==> config.mk <==
export PLATFORM = sky130hd
export DESIGN_NAME = linear_probe_hash_table
export DESIGN_NICKNAME = d
export VERILOG_FILES = /design/src/rtl/lpht_pkg.sv /design/src/rtl/linear_probe_hash_table.sv /design/src/rtl/lpht_ram.sv /design/src/rtl/lpht_datapath.sv /design/src/rtl/lpht_ctrl.sv
export SDC_FILE = /design/constraint.sdc
export NUM_CORES = 2
export LEC_CHECK = 0
export BUFFER_PORTS_ARGS = -buffer_cell sky130_fd_sc_hd__buf_2
export CAP_MARGIN = 20
export CORE_MARGIN = 2
export CORE_UTILIZATION = 45
export DETAILED_ROUTE_END_ITERATION = 12
export GPL_TIMING_DRIVEN = 0
export SYNTH_ARGS = -nofsm -noshare
export SYNTH_HDL_FRONTEND = slang
export SYNTH_HIERARCHICAL = 1
export SYNTH_SLANG_ARGS = --single-unit
==> constraint.sdc <==
create_clock -name clk -period 7.6 [get_ports clk]
set_input_delay 1.52 -clock clk [delete_from_list [all_inputs] [get_ports clk]]
set_output_delay 1.52 -clock clk [all_outputs]
set_load 0.05 [all_outputs]
==> src/rtl/lpht_pkg.sv <==
`timescale 1ns / 1ps
// Shared types, codes and stream field layout for the linear probe hash table.
package lpht_pkg;

    localparam int TAG_W = 2;

    localparam logic [TAG_W-1:0] TAG_EMPTY = 2'd0;
    localparam logic [TAG_W-1:0] TAG_LIVE  = 2'd1;
    localparam logic [TAG_W-1:0] TAG_DEAD  = 2'd2;

    localparam int REQ_W      = 2;
    localparam int KEY_IN_W   = 32;
    localparam int HOME_W     = 6;
    localparam int STATUS_W   = 2;
    localparam int SLOT_OUT_W = 6;
    localparam int LIVE_OUT_W = 7;

    localparam int REQ_LSB  = 0;
    localparam int KEY_LSB  = REQ_LSB + REQ_W;
    localparam int HOME_LSB = KEY_LSB + KEY_IN_W;
    localparam int S_DATA_W = 40;

    localparam int STATUS_LSB = 0;
    localparam int SLOT_LSB   = STATUS_LSB + STATUS_W;
    localparam int LIVE_LSB   = SLOT_LSB + SLOT_OUT_W;
    localparam int M_DATA_W   = 16;

    localparam logic [REQ_W-1:0] OP_FIND   = 2'd0;
    localparam logic [REQ_W-1:0] OP_INSERT = 2'd1;
    localparam logic [REQ_W-1:0] OP_DELETE = 2'd2;

    localparam logic [STATUS_W-1:0] ST_DONE      = 2'd0;
    localparam logic [STATUS_W-1:0] ST_PRESENT   = 2'd1;
    localparam logic [STATUS_W-1:0] ST_NOT_FOUND = 2'd2;
    localparam logic [STATUS_W-1:0] ST_FULL      = 2'd3;

    typedef struct packed {
        logic clear;
        logic load;
        logic probe;
        logic finish;
    } dp_cmd_t;

    typedef struct packed {
        logic clear_last;
        logic stop;
        logic out_busy;
    } dp_stat_t;

endpackage

==> src/rtl/linear_probe_hash_table.sv <==
`timescale 1ns / 1ps
// Top level of the open-addressing hash table with linear probing and tombstones.
//
// Each request (find, insert, delete) carries its key and home slot and yields one
// result. After reset the table is cleared one slot per cycle before the first request
// is taken. A request is then loaded and its slots probed in turn, since the slot RAM
// delivers one entry per cycle over its single read port; a probe stops at a match, an
// empty slot or a full circle, and its result is registered once the output register
// is free. An insert that finds no match and does not circle the table reuses the first
// tombstone or empty slot seen on the probe path, so no second pass is needed. The
// result waits in an output register; the next request is taken while it waits.
module linear_probe_hash_table #(
    parameter int TABLE_SIZE = 64,
    parameter int KEY_WIDTH  = 32
) (
    input  logic                          clk,
    input  logic                          rst_n,
    input  logic                          s_tvalid,
    output logic                          s_tready,
    // req_type[1:0], key[33:2], home_slot[39:34]
    input  logic [lpht_pkg::S_DATA_W-1:0] s_tdata,
    output logic                          m_tvalid,
    input  logic                          m_tready,
    // status[1:0], slot[7:2], live_count[14:8]
    output logic [lpht_pkg::M_DATA_W-1:0] m_tdata
);

    import lpht_pkg::*;

    dp_cmd_t  cmd;
    dp_stat_t stat;

    lpht_ctrl u_ctrl (
        .clk      (clk),
        .rst_n    (rst_n),
        .s_tvalid (s_tvalid),
        .s_tready (s_tready),
        .stat     (stat),
        .cmd      (cmd)
    );

    lpht_datapath #(
        .TABLE_SIZE (TABLE_SIZE),
        .KEY_WIDTH  (KEY_WIDTH)
    ) u_datapath (
        .clk      (clk),
        .rst_n    (rst_n),
        .cmd      (cmd),
        .stat     (stat),
        .s_tdata  (s_tdata),
        .m_tready (m_tready),
        .m_tvalid (m_tvalid),
        .m_tdata  (m_tdata)
    );

endmodule

==> src/rtl/lpht_ram.sv <==
`timescale 1ns / 1ps
// Generic single-write, single-read RAM with registered read data.
module lpht_ram #(
    parameter int WIDTH = 34,
    parameter int DEPTH = 64
) (
    input  logic                     clk,
    input  logic                     we,
    input  logic [$clog2(DEPTH)-1:0] waddr,
    input  logic [WIDTH-1:0]         wdata,
    input  logic                     re,
    input  logic [$clog2(DEPTH)-1:0] raddr,
    output logic [WIDTH-1:0]         rdata
);

    logic [WIDTH-1:0] mem [DEPTH];
    logic [WIDTH-1:0] rdata_reg;

    always_ff @(posedge clk)
    begin
        if (we)
        begin
            mem[waddr] <= wdata;
        end
        if (re)
        begin
            rdata_reg <= mem[raddr];
        end
    end

    assign rdata = rdata_reg;

endmodule

==> src/rtl/lpht_datapath.sv <==
`timescale 1ns / 1ps
// Datapath: request registers, slot RAM, probe address, free-slot tracking and result register.
module lpht_datapath #(
    parameter int TABLE_SIZE = 64,
    parameter int KEY_WIDTH  = 32
) (
    input  logic                            clk,
    input  logic                            rst_n,
    input  lpht_pkg::dp_cmd_t               cmd,
    output lpht_pkg::dp_stat_t              stat,
    input  logic [lpht_pkg::S_DATA_W-1:0]   s_tdata,
    input  logic                            m_tready,
    output logic                            m_tvalid,
    output logic [lpht_pkg::M_DATA_W-1:0]   m_tdata
);

    import lpht_pkg::*;

    localparam int SLOT_W  = $clog2(TABLE_SIZE);
    localparam int LIVE_W  = $clog2(TABLE_SIZE + 1);
    localparam int ENTRY_W = TAG_W + KEY_WIDTH;
    localparam logic [SLOT_W-1:0] LAST_SLOT = SLOT_W'(TABLE_SIZE - 1);

    function automatic logic [HOME_W:0] reduce_home(input logic [HOME_W-1:0] h);
        logic [HOME_W:0] r;
        r = {1'b0, h};
        for (int k = HOME_W; k >= 0; k--)
        begin
            if (32'(r) >= (TABLE_SIZE << k))
            begin
                r = r - (HOME_W + 1)'(TABLE_SIZE << k);
            end
        end
        return r;
    endfunction

    logic [REQ_W-1:0]    req_in;
    logic [KEY_IN_W-1:0] key_in;
    logic [HOME_W-1:0]   home_in;
    logic [63:0]         key_wide;
    logic [31:0]         home_wide;
    logic [SLOT_W-1:0]   home_sel;

    logic [REQ_W-1:0]     op_reg;
    logic [KEY_WIDTH-1:0] key_reg;
    logic [SLOT_W-1:0]    home_reg;
    logic [SLOT_W-1:0]    rd_addr_reg;
    logic                 free_found_reg;
    logic [SLOT_W-1:0]    free_slot_reg;
    logic [SLOT_W-1:0]    clr_addr_reg;
    logic [LIVE_W-1:0]    live_reg;
    logic                 out_valid_reg;
    logic [STATUS_W-1:0]  out_status_reg;
    logic [SLOT_OUT_W-1:0] out_slot_reg;
    logic [LIVE_OUT_W-1:0] out_live_reg;

    logic                 ram_we;
    logic [SLOT_W-1:0]    ram_waddr;
    logic [ENTRY_W-1:0]   ram_wdata;
    logic                 ram_re;
    logic [SLOT_W-1:0]    ram_raddr;
    logic [ENTRY_W-1:0]   ram_rdata;

    logic [TAG_W-1:0]     rd_tag;
    logic [KEY_WIDTH-1:0] rd_key;
    logic [SLOT_W-1:0]    next_addr;
    logic                 is_live;
    logic                 is_empty;
    logic                 hit;
    logic                 wrap;
    logic                 circled;
    logic [SLOT_W-1:0]    free_cand;

    logic [STATUS_W-1:0]  fin_status;
    logic [SLOT_W-1:0]    fin_slot;
    logic [LIVE_W-1:0]    fin_live;
    logic                 fin_we;
    logic [TAG_W-1:0]     fin_tag;
    logic [SLOT_W-1:0]    fin_waddr;
    logic [31:0]          fin_slot_wide;
    logic [31:0]          fin_live_wide;

    assign req_in    = s_tdata[REQ_LSB +: REQ_W];
    assign key_in    = s_tdata[KEY_LSB +: KEY_IN_W];
    assign home_in   = s_tdata[HOME_LSB +: HOME_W];
    assign key_wide  = {32'b0, key_in};
    assign home_wide = 32'(reduce_home(home_in));
    assign home_sel  = home_wide[SLOT_W-1:0];

    assign rd_tag    = ram_rdata[ENTRY_W-1 -: TAG_W];
    assign rd_key    = ram_rdata[KEY_WIDTH-1:0];
    assign next_addr = (rd_addr_reg == LAST_SLOT) ? '0 : rd_addr_reg + 1'b1;
    assign is_live   = (rd_tag == TAG_LIVE);
    assign is_empty  = !is_live && (rd_tag != TAG_DEAD);
    assign hit       = is_live && (rd_key == key_reg);
    assign wrap      = (next_addr == home_reg);
    assign circled   = !hit && !is_empty && wrap;
    assign free_cand = free_found_reg ? free_slot_reg : rd_addr_reg;

    always_comb
    begin
        fin_status = ST_NOT_FOUND;
        fin_slot   = (hit || is_empty) ? rd_addr_reg : home_reg;
        fin_live   = live_reg;
        fin_we     = 1'b0;
        fin_tag    = TAG_LIVE;
        fin_waddr  = rd_addr_reg;
        case (op_reg)
            OP_INSERT:
            begin
                if (hit)
                begin
                    fin_status = ST_PRESENT;
                end
                else if (circled)
                begin
                    fin_status = ST_FULL;
                end
                else
                begin
                    fin_status = ST_DONE;
                    fin_slot   = free_cand;
                    fin_waddr  = free_cand;
                    fin_we     = 1'b1;
                    fin_live   = live_reg + LIVE_W'(1);
                end
            end
            OP_DELETE:
            begin
                if (hit)
                begin
                    fin_status = ST_DONE;
                    fin_we     = 1'b1;
                    fin_tag    = TAG_DEAD;
                    fin_live   = live_reg - LIVE_W'(1);
                end
            end
            default:
            begin
                fin_status = hit ? ST_DONE : ST_NOT_FOUND;
            end
        endcase
    end

    assign fin_slot_wide = 32'(fin_slot);
    assign fin_live_wide = 32'(fin_live);

    assign ram_we    = cmd.clear || (cmd.finish && fin_we);
    assign ram_waddr = cmd.clear ? clr_addr_reg : fin_waddr;
    assign ram_wdata = cmd.clear ? {TAG_EMPTY, {KEY_WIDTH{1'b0}}} : {fin_tag, key_reg};
    assign ram_re    = cmd.load || cmd.probe;
    assign ram_raddr = cmd.load ? home_sel : next_addr;

    lpht_ram #(
        .WIDTH (ENTRY_W),
        .DEPTH (TABLE_SIZE)
    ) u_slot_ram (
        .clk   (clk),
        .we    (ram_we),
        .waddr (ram_waddr),
        .wdata (ram_wdata),
        .re    (ram_re),
        .raddr (ram_raddr),
        .rdata (ram_rdata)
    );

    always_ff @(posedge clk)
    begin
        if (cmd.load)
        begin
            op_reg   <= req_in;
            key_reg  <= key_wide[KEY_WIDTH-1:0];
            home_reg <= home_sel;
        end
        if (ram_re)
        begin
            rd_addr_reg <= ram_raddr;
        end
        if (cmd.probe && !free_found_reg && !is_live)
        begin
            free_slot_reg <= rd_addr_reg;
        end
        if (cmd.finish)
        begin
            out_status_reg <= fin_status;
            out_slot_reg   <= fin_slot_wide[SLOT_OUT_W-1:0];
            out_live_reg   <= fin_live_wide[LIVE_OUT_W-1:0];
        end
    end

    always_ff @(posedge clk or negedge rst_n)
    begin
        if (!rst_n)
        begin
            clr_addr_reg   <= '0;
            live_reg       <= '0;
            free_found_reg <= 1'b0;
            out_valid_reg  <= 1'b0;
        end
        else
        begin
            if (cmd.clear)
            begin
                clr_addr_reg <= clr_addr_reg + 1'b1;
            end
            if (cmd.load)
            begin
                free_found_reg <= 1'b0;
            end
            else if (cmd.probe && !is_live)
            begin
                free_found_reg <= 1'b1;
            end
            if (cmd.finish)
            begin
                live_reg      <= fin_live;
                out_valid_reg <= 1'b1;
            end
            else if (m_tready)
            begin
                out_valid_reg <= 1'b0;
            end
        end
    end

    assign stat.clear_last = (clr_addr_reg == LAST_SLOT);
    assign stat.stop       = hit || is_empty || wrap;
    assign stat.out_busy   = out_valid_reg && !m_tready;

    assign m_tvalid = out_valid_reg;
    assign m_tdata  = {1'b0, out_live_reg, out_slot_reg, out_status_reg};

endmodule

==> src/rtl/lpht_ctrl.sv <==
`timescale 1ns / 1ps
// Controller: sequences the clearing sweep, request load, probing and completion.
module lpht_ctrl (
    input  logic                clk,
    input  logic                rst_n,
    input  logic                s_tvalid,
    output logic                s_tready,
    input  lpht_pkg::dp_stat_t  stat,
    output lpht_pkg::dp_cmd_t   cmd
);

    import lpht_pkg::*;

    typedef enum logic [1:0] {
        S_CLEAR,
        S_IDLE,
        S_PROBE
    } state_t;

    state_t state_reg;
    state_t state_next;

    always_comb
    begin
        state_next = state_reg;
        cmd        = '0;
        s_tready   = 1'b0;
        case (state_reg)
            S_CLEAR:
            begin
                cmd.clear = 1'b1;
                if (stat.clear_last)
                begin
                    state_next = S_IDLE;
                end
            end
            S_IDLE:
            begin
                s_tready = 1'b1;
                if (s_tvalid)
                begin
                    cmd.load   = 1'b1;
                    state_next = S_PROBE;
                end
            end
            S_PROBE:
            begin
                if (!stat.stop)
                begin
                    cmd.probe = 1'b1;
                end
                else if (!stat.out_busy)
                begin
                    cmd.finish = 1'b1;
                    state_next = S_IDLE;
                end
            end
            default:
            begin
                state_next = S_IDLE;
            end
        endcase
    end

    always_ff @(posedge clk or negedge rst_n)
    begin
        if (!rst_n)
        begin
            state_reg <= S_CLEAR;
        end
        else
        begin
            state_reg <= state_next;
        end
    end

endmodule

Yosys cells after proc, flatten, opt, wreduce, memory -nomap -nowiden
Memories as Yosys holds them, arrays and structs flattened. A register that Yosys moved wholly into a read port is not among the register bits.
Index checks and enable logic that the tools add are counted.
{ "word_totals": {"regBits": 84, "ram_bits": 2176, "inputBits": 44, "memories": 1} }
{ "mem_list": {"columns": ["name", "words", "word_bits", "read_ports", "rd_clocked_by_memory_dff", "wr", "line_no", "text"], "rows": [
  ["u_datapath.u_slot_ram.mem", 64, 34, 1, 1, 1, "lpht_ram.sv:16", "logic [WIDTH-1:0] mem [DEPTH];"]
]} }
{ "op_classes": {"muxes": 45, "n_reduce_logical": 22, "eq_ne": 14, "add_sub_neg": 4} }
{ "op_table": {"columns": ["operator", "count"], "rows": [
  ["$mux W6", 11],
  ["$mux W34", 1],
  ["$eq A32 B32 Y1", 1],
  ["$mux W2", 11],
  ["$mux W7", 3],
  ["$mux W1", 16],
  ["$pmux W7 S2", 1],
  ["$add A6 B1 Y6 const B", 2],
  ["$eq A6 B6 Y1 const B", 2],
  ["$logic_and A1 B1 Y1", 9],
  ["$ne A2 B2 Y1 const B", 4],
  ["$add A7 B1 Y7 const B", 1],
  ["$sub A7 B1 Y7 const B", 1],
  ["$eq A2 B1 Y1 const B", 3],
  ["$eq A6 B6 Y1", 1],
  ["$pmux W2 S3", 1],
  ["$logic_not A1 Y1", 5],
  ["$eq A2 B2 Y1 const B", 2],
  ["$logic_or A1 B1 Y1", 4],
  ["$reduce_and A4 Y1", 1],
  ["$reduce_bool A2 Y1", 2],
  ["$logic_not A2 Y1", 1],
  ["$ne A2 B1 Y1 const B", 1],
  ["$pmux W1 S2", 1]
]} }

Logic depth before layout (Yosys ltp)
{ "logic_depth": {"depth_word": 13, "ltp_mapped": 15} }

Cells and area by module
Netlist, hierarchy kept.
{ "modules_own_cells": {"columns": ["mod", "seq_area_each_um2", "cells_per_inst", "area_each_um2", "n_inst"], "rows": [
  ["lpht_ram", 66363.6, 3744, 84114.4, 1],
  ["lpht_datapath", 2387.3, 428, 4710.8, 1],
  ["lpht_ctrl", 50.0, 13, 122.6, 1]
]} }

Worst setup path before layout
Ideal clock, no wire load.
{ "synth_path": {"path_type": "register to register", "startpoint": "register u_datapath.rd_addr_reg[1]", "endpoint": "memory u_datapath.u_slot_ram.mem[49][0], enable pin", "stages_incl_launch_ff": 15, "period_less_slack_ps": 6373, "required_ps": 7133, "t_arrival_ps": 5905, "slack_ps": 1227, "cell_sequence": "edfxtp_1 -> ha_1 -> xnor2_1 -> o2111ai_1 -> o311ai_4 -> nand4_2 -> nand3_1 -> nand2b_1 -> nor2_1 -> nor2b_1 -> o21ai_1 -> nand2b_1 -> nor2b_1 -> nand4_1 -> nor3_1"} }
{ "synth_rtl": {"columns": ["element", "line_no", "text"], "rows": [
  ["start, declared", "lpht_datapath.sv:47", "logic [SLOT_W-1:0] rd_addr_reg;"],
  ["start signal, assigned", "lpht_datapath.sv:177", "rd_addr_reg <= ram_raddr;"],
  ["end, declared", "lpht_ram.sv:16", null]
]} }

==> impl_metrics.env <==
export IMPL_status="completed"
export IMPL_viasPerCell=6.38
export IMPL_syn2layout_area_growth_pct=16.9
export IMPL_ant_nets=0
export IMPL_clk_pin_slew_ns=0.06
export IMPL_finalSetupViolations=0
export IMPL_ys_seq_area_share_pct=77.3
export IMPL_worstSkewPairLatency_ns=0.88
export IMPL_end_kind="flop"
export IMPL_fin_crit_ns=7.28
export IMPL_grt_pass1_wl_um=375000
export IMPL_antenna_found_initial=19
export IMPL_grt_ovfl_total=0
export IMPL_hold_buffers=0
export IMPL_post_route_util_pct=52.8
export IMPL_synth_nets=4236
export IMPL_start_util_pct=45.2
export IMPL_place_hpwl_um=190000
export IMPL_reg2reg_from="u_datapath/key_reg[11]"
export IMPL_grt_max_degree=50
export IMPL_dr_total_vias=47800
export IMPL_final_cells=7492
export IMPL_clk_path_buf_depth=3
export IMPL_cp_arrival_ns=7.82
export IMPL_path_class="flop to flop"
export IMPL_synth_edff_count=2277
export IMPL_largest_reg_flops=2176
export IMPL_first_iter_violations=6852
export IMPL_cts_root_buf="clkbuf_16"
export IMPL_drive_above_1_share_pct=27.3
export IMPL_die_y_um=449
export IMPL_rows=163
export IMPL_fin_hold_ws_ns=0.454
export IMPL_grt_use_total_pct=27.0
export IMPL_cts_tree="done"
export IMPL_vdd_ir_drop_max_mv=0.281
export IMPL_htreeDepth=4
export IMPL_wl_per_cell_um=36.6
export IMPL_place_area_sq_um=96600
export IMPL_cts_resized=0
export IMPL_ys_warn_count=6
export IMPL_syn_inst=4185
export IMPL_maxCapViolations=0
export IMPL_r2r_cells=15
export IMPL_leakage_uw=0.0331
export IMPL_drt_pass1_iter_count=5
export IMPL_hp_class="flop to flop"
export IMPL_hold_path_depth=0
export IMPL_nets=4703
export IMPL_clock_sinks=2294
export IMPL_rsz0062_at_grt="false"
export IMPL_port_buffers=60
export IMPL_coreArea_sq_um=197000
export IMPL_drt_total_wl_um=274000
export IMPL_synth_area_per_cell_sq_um=21.3
export IMPL_numCtsBuffers=226
export IMPL_io_pins=62
export IMPL_syn_area_sq_um=88900
export IMPL_crit_fanout=18
export IMPL_fillers=15100
export IMPL_tns_ns=0
export IMPL_required_ns=8.13
export IMPL_routabilityCongestion=0.870
export IMPL_async_reset_ff_share_pct=0.741
export IMPL_slew_headroom_pct=15.7
export IMPL_rr_endpoint="u_datapath/u_slot_ram/mem[6][26]"
export IMPL_dieWidth_um=449
export IMPL_ys_ff_latch=2294
export IMPL_synth_top_flop_cell="edfxtp_1"
export IMPL_clock_fmax_mhz=137
export IMPL_finClkSkew_ns=0.0596
export IMPL_hold_violations=0
export IMPL_post_route_period_util_pct=95.8
export IMPL_min_from="u_datapath/rd_addr_reg[4]"
export IMPL_tightest_slew_ns=1.26
export IMPL_hold_path_end="u_datapath/free_slot_reg[4]"
export IMPL_r2r_setup_slack_ns=0.32
export IMPL_die_area_sq_um=201000
export IMPL_route_detailed_drc=0
export IMPL_grt_pass1_vias=46100
export IMPL_fin_area_sq_um=104000
export IMPL_p_per_area_nw_per_um2=451
export IMPL_critPathLaunchType="flop"
export IMPL_dpl_cell_count=7046
export IMPL_yosysUniqueCellTypes=81
export IMPL_finalMaxSlewViolations=0
-- worst max path at each step --
stage | slack (ns) | start | cells after the start | endpoint
finish | 0.32 | u_datapath/key_reg[11] | 15 | u_datapath/u_slot_ram/mem[6][26]
global route | 0.01 | u_datapath/key_reg[11] | 15 | u_datapath/u_slot_ram/mem[6][15]
floorplan | 1.23 | u_datapath/rd_addr_reg[1] | 14 | u_datapath/u_slot_ram/mem[49][0]
CTS | 0.46 | u_datapath/key_reg[15] | 15 | u_datapath/u_slot_ram/mem[30][30]
detailed placement | 0.48 | u_datapath/key_reg[15] | 15 | u_datapath/u_slot_ram/mem[30][17]
global placement | -4.68 | u_datapath/key_reg[15] | 13 | u_datapath/u_slot_ram/mem[49][33]
-- where the power goes --
part           internal, uW  total, uW  switching [uW]
clock                  6130      10900            4820
sequential            16300      16600             308
combinational          6440      19400           13000
total                 28900      46900           18100
-- cells by family after synthesis --
| group | synth area share (%) |
|---|---|
| XOR/XNOR | 0.394 |
| AO/OA/AOI/OAI | 3.29 |
| other | 0.00422 |
| flip-flops | 77.3 |
| AND/OR/NAND/NOR | 2.95 |
| adder cells (fa/ha/maj) | 0.0985 |
| buffers and inverters | 1.50 |
| multiplexers | 14.4 |
-- synth_stat cells (21+ instances only) --
cell | instances | area share, %
edfxtp_1 | 2277 | 77
mux4_2 | 472 | 12
mux2i_1 | 157 | 1.8
nand2_1 | 120 | 0.51
nor2_1 | 105 | 0.44
clkbuf_1 | 102 | 0.43
o22ai_1 | 88 | 0.62
nand3_1 | 82 | 0.46
buf_2 | 64 | 0.36
nand4_1 | 60 | 0.42
nor2b_1 | 60 | 0.42
a22oi_1 | 57 | 0.48
mux2_2 | 55 | 0.70
o221ai_1 | 40 | 0.39
xnor2_1 | 35 | 0.34
a21oi_1 | 31 | 0.17
nand2b_1 | 27 | 0.19
a221o_1 | 24 | 0.27
a211oi_1 | 23 | 0.19
buf_1 | 22 | 0.093
buf_6 | 21 | 0.27
o211ai_1 | 21 | 0.18
-- stage by stage --
stage	setup slack, ns	total power [uW]
after global routing	0.0149	48100
after floorplan	1.23	27000
after detailed placement	0.477	35800
after CTS	0.456	46700
final	0.318	46900
after global placement	-4.68	34800
-- worst max-delay path: stages, from the launching register on --
cell and delay (ns):
edfxtp_1 0.49, xnor2_1 0.94, nand4_1 0.19, nor4_1 0.47
nand3_1 0.43, nand3_1 0.25, nand2b_1 0.12, nor2_1 0.47
buf_6 0.24, nor2b_1 0.49, o21ai_1 0.19, nand2b_1 0.32
nor2b_1 0.36, nand3_1 0.69, nor2_4 0.94, buf_12 0.31
-- layout make-up --
class / instances / area, sq um / area share, %
flip-flops and latches: 2294 / 68800 / 66.2
multi-input cells: 1638 / 19500 / 18.8
clock buffers: 285 / 5920 / 5.69
repair buffers: 239 / 3800 / 3.65
well taps: 2640 / 3300 / 3.18
plain buffers: 236 / 1270 / 1.23
clock inverters: 135 / 1270 / 1.22
inverters: 17 / 63.8 / 0.0614
diodes: 8 / 20.0 / 0.0192
-- per-layer routing --
metal,up-vias,GRT usage (%),wire length (um),share of wire (%)
met1,25600,37.3,105000,38
met3,524,7.02,32100,12
met4,6,11.0,13100,4.8
li1,18600,-,-,-
met2,3099,41.2,125000,45
met5,-,0,47,0.017
-- repair_timing --
item / in CTS / in global routing
endpoints found under the hold margin: 0 / 0
setup buffers: 0 / 15
setup endpoints to repair: 0 / 63
-- cell usage in the layout (no fill, tap or decap), types with 39 or more instances in the layout --
cell type	Yosys	layout
edfxtp_1	2277	2277
mux4_2	472	472
clkbuf_16	0	228
mux2i_1	157	157
clkbuf_1	102	155
buf_2	64	124
nand2_1	120	120
buf_12	0	102
o22ai_1	88	88
nand3_1	82	82
nor2_4	0	65
nand4_1	60	60
a22oi_1	57	57
mux2_2	55	55
clkinv_1	2	54
clkinv_2	0	40
o221ai_1	40	40
nor2_1	105	39
Note: power is estimated with default switching activity, not from simulation.
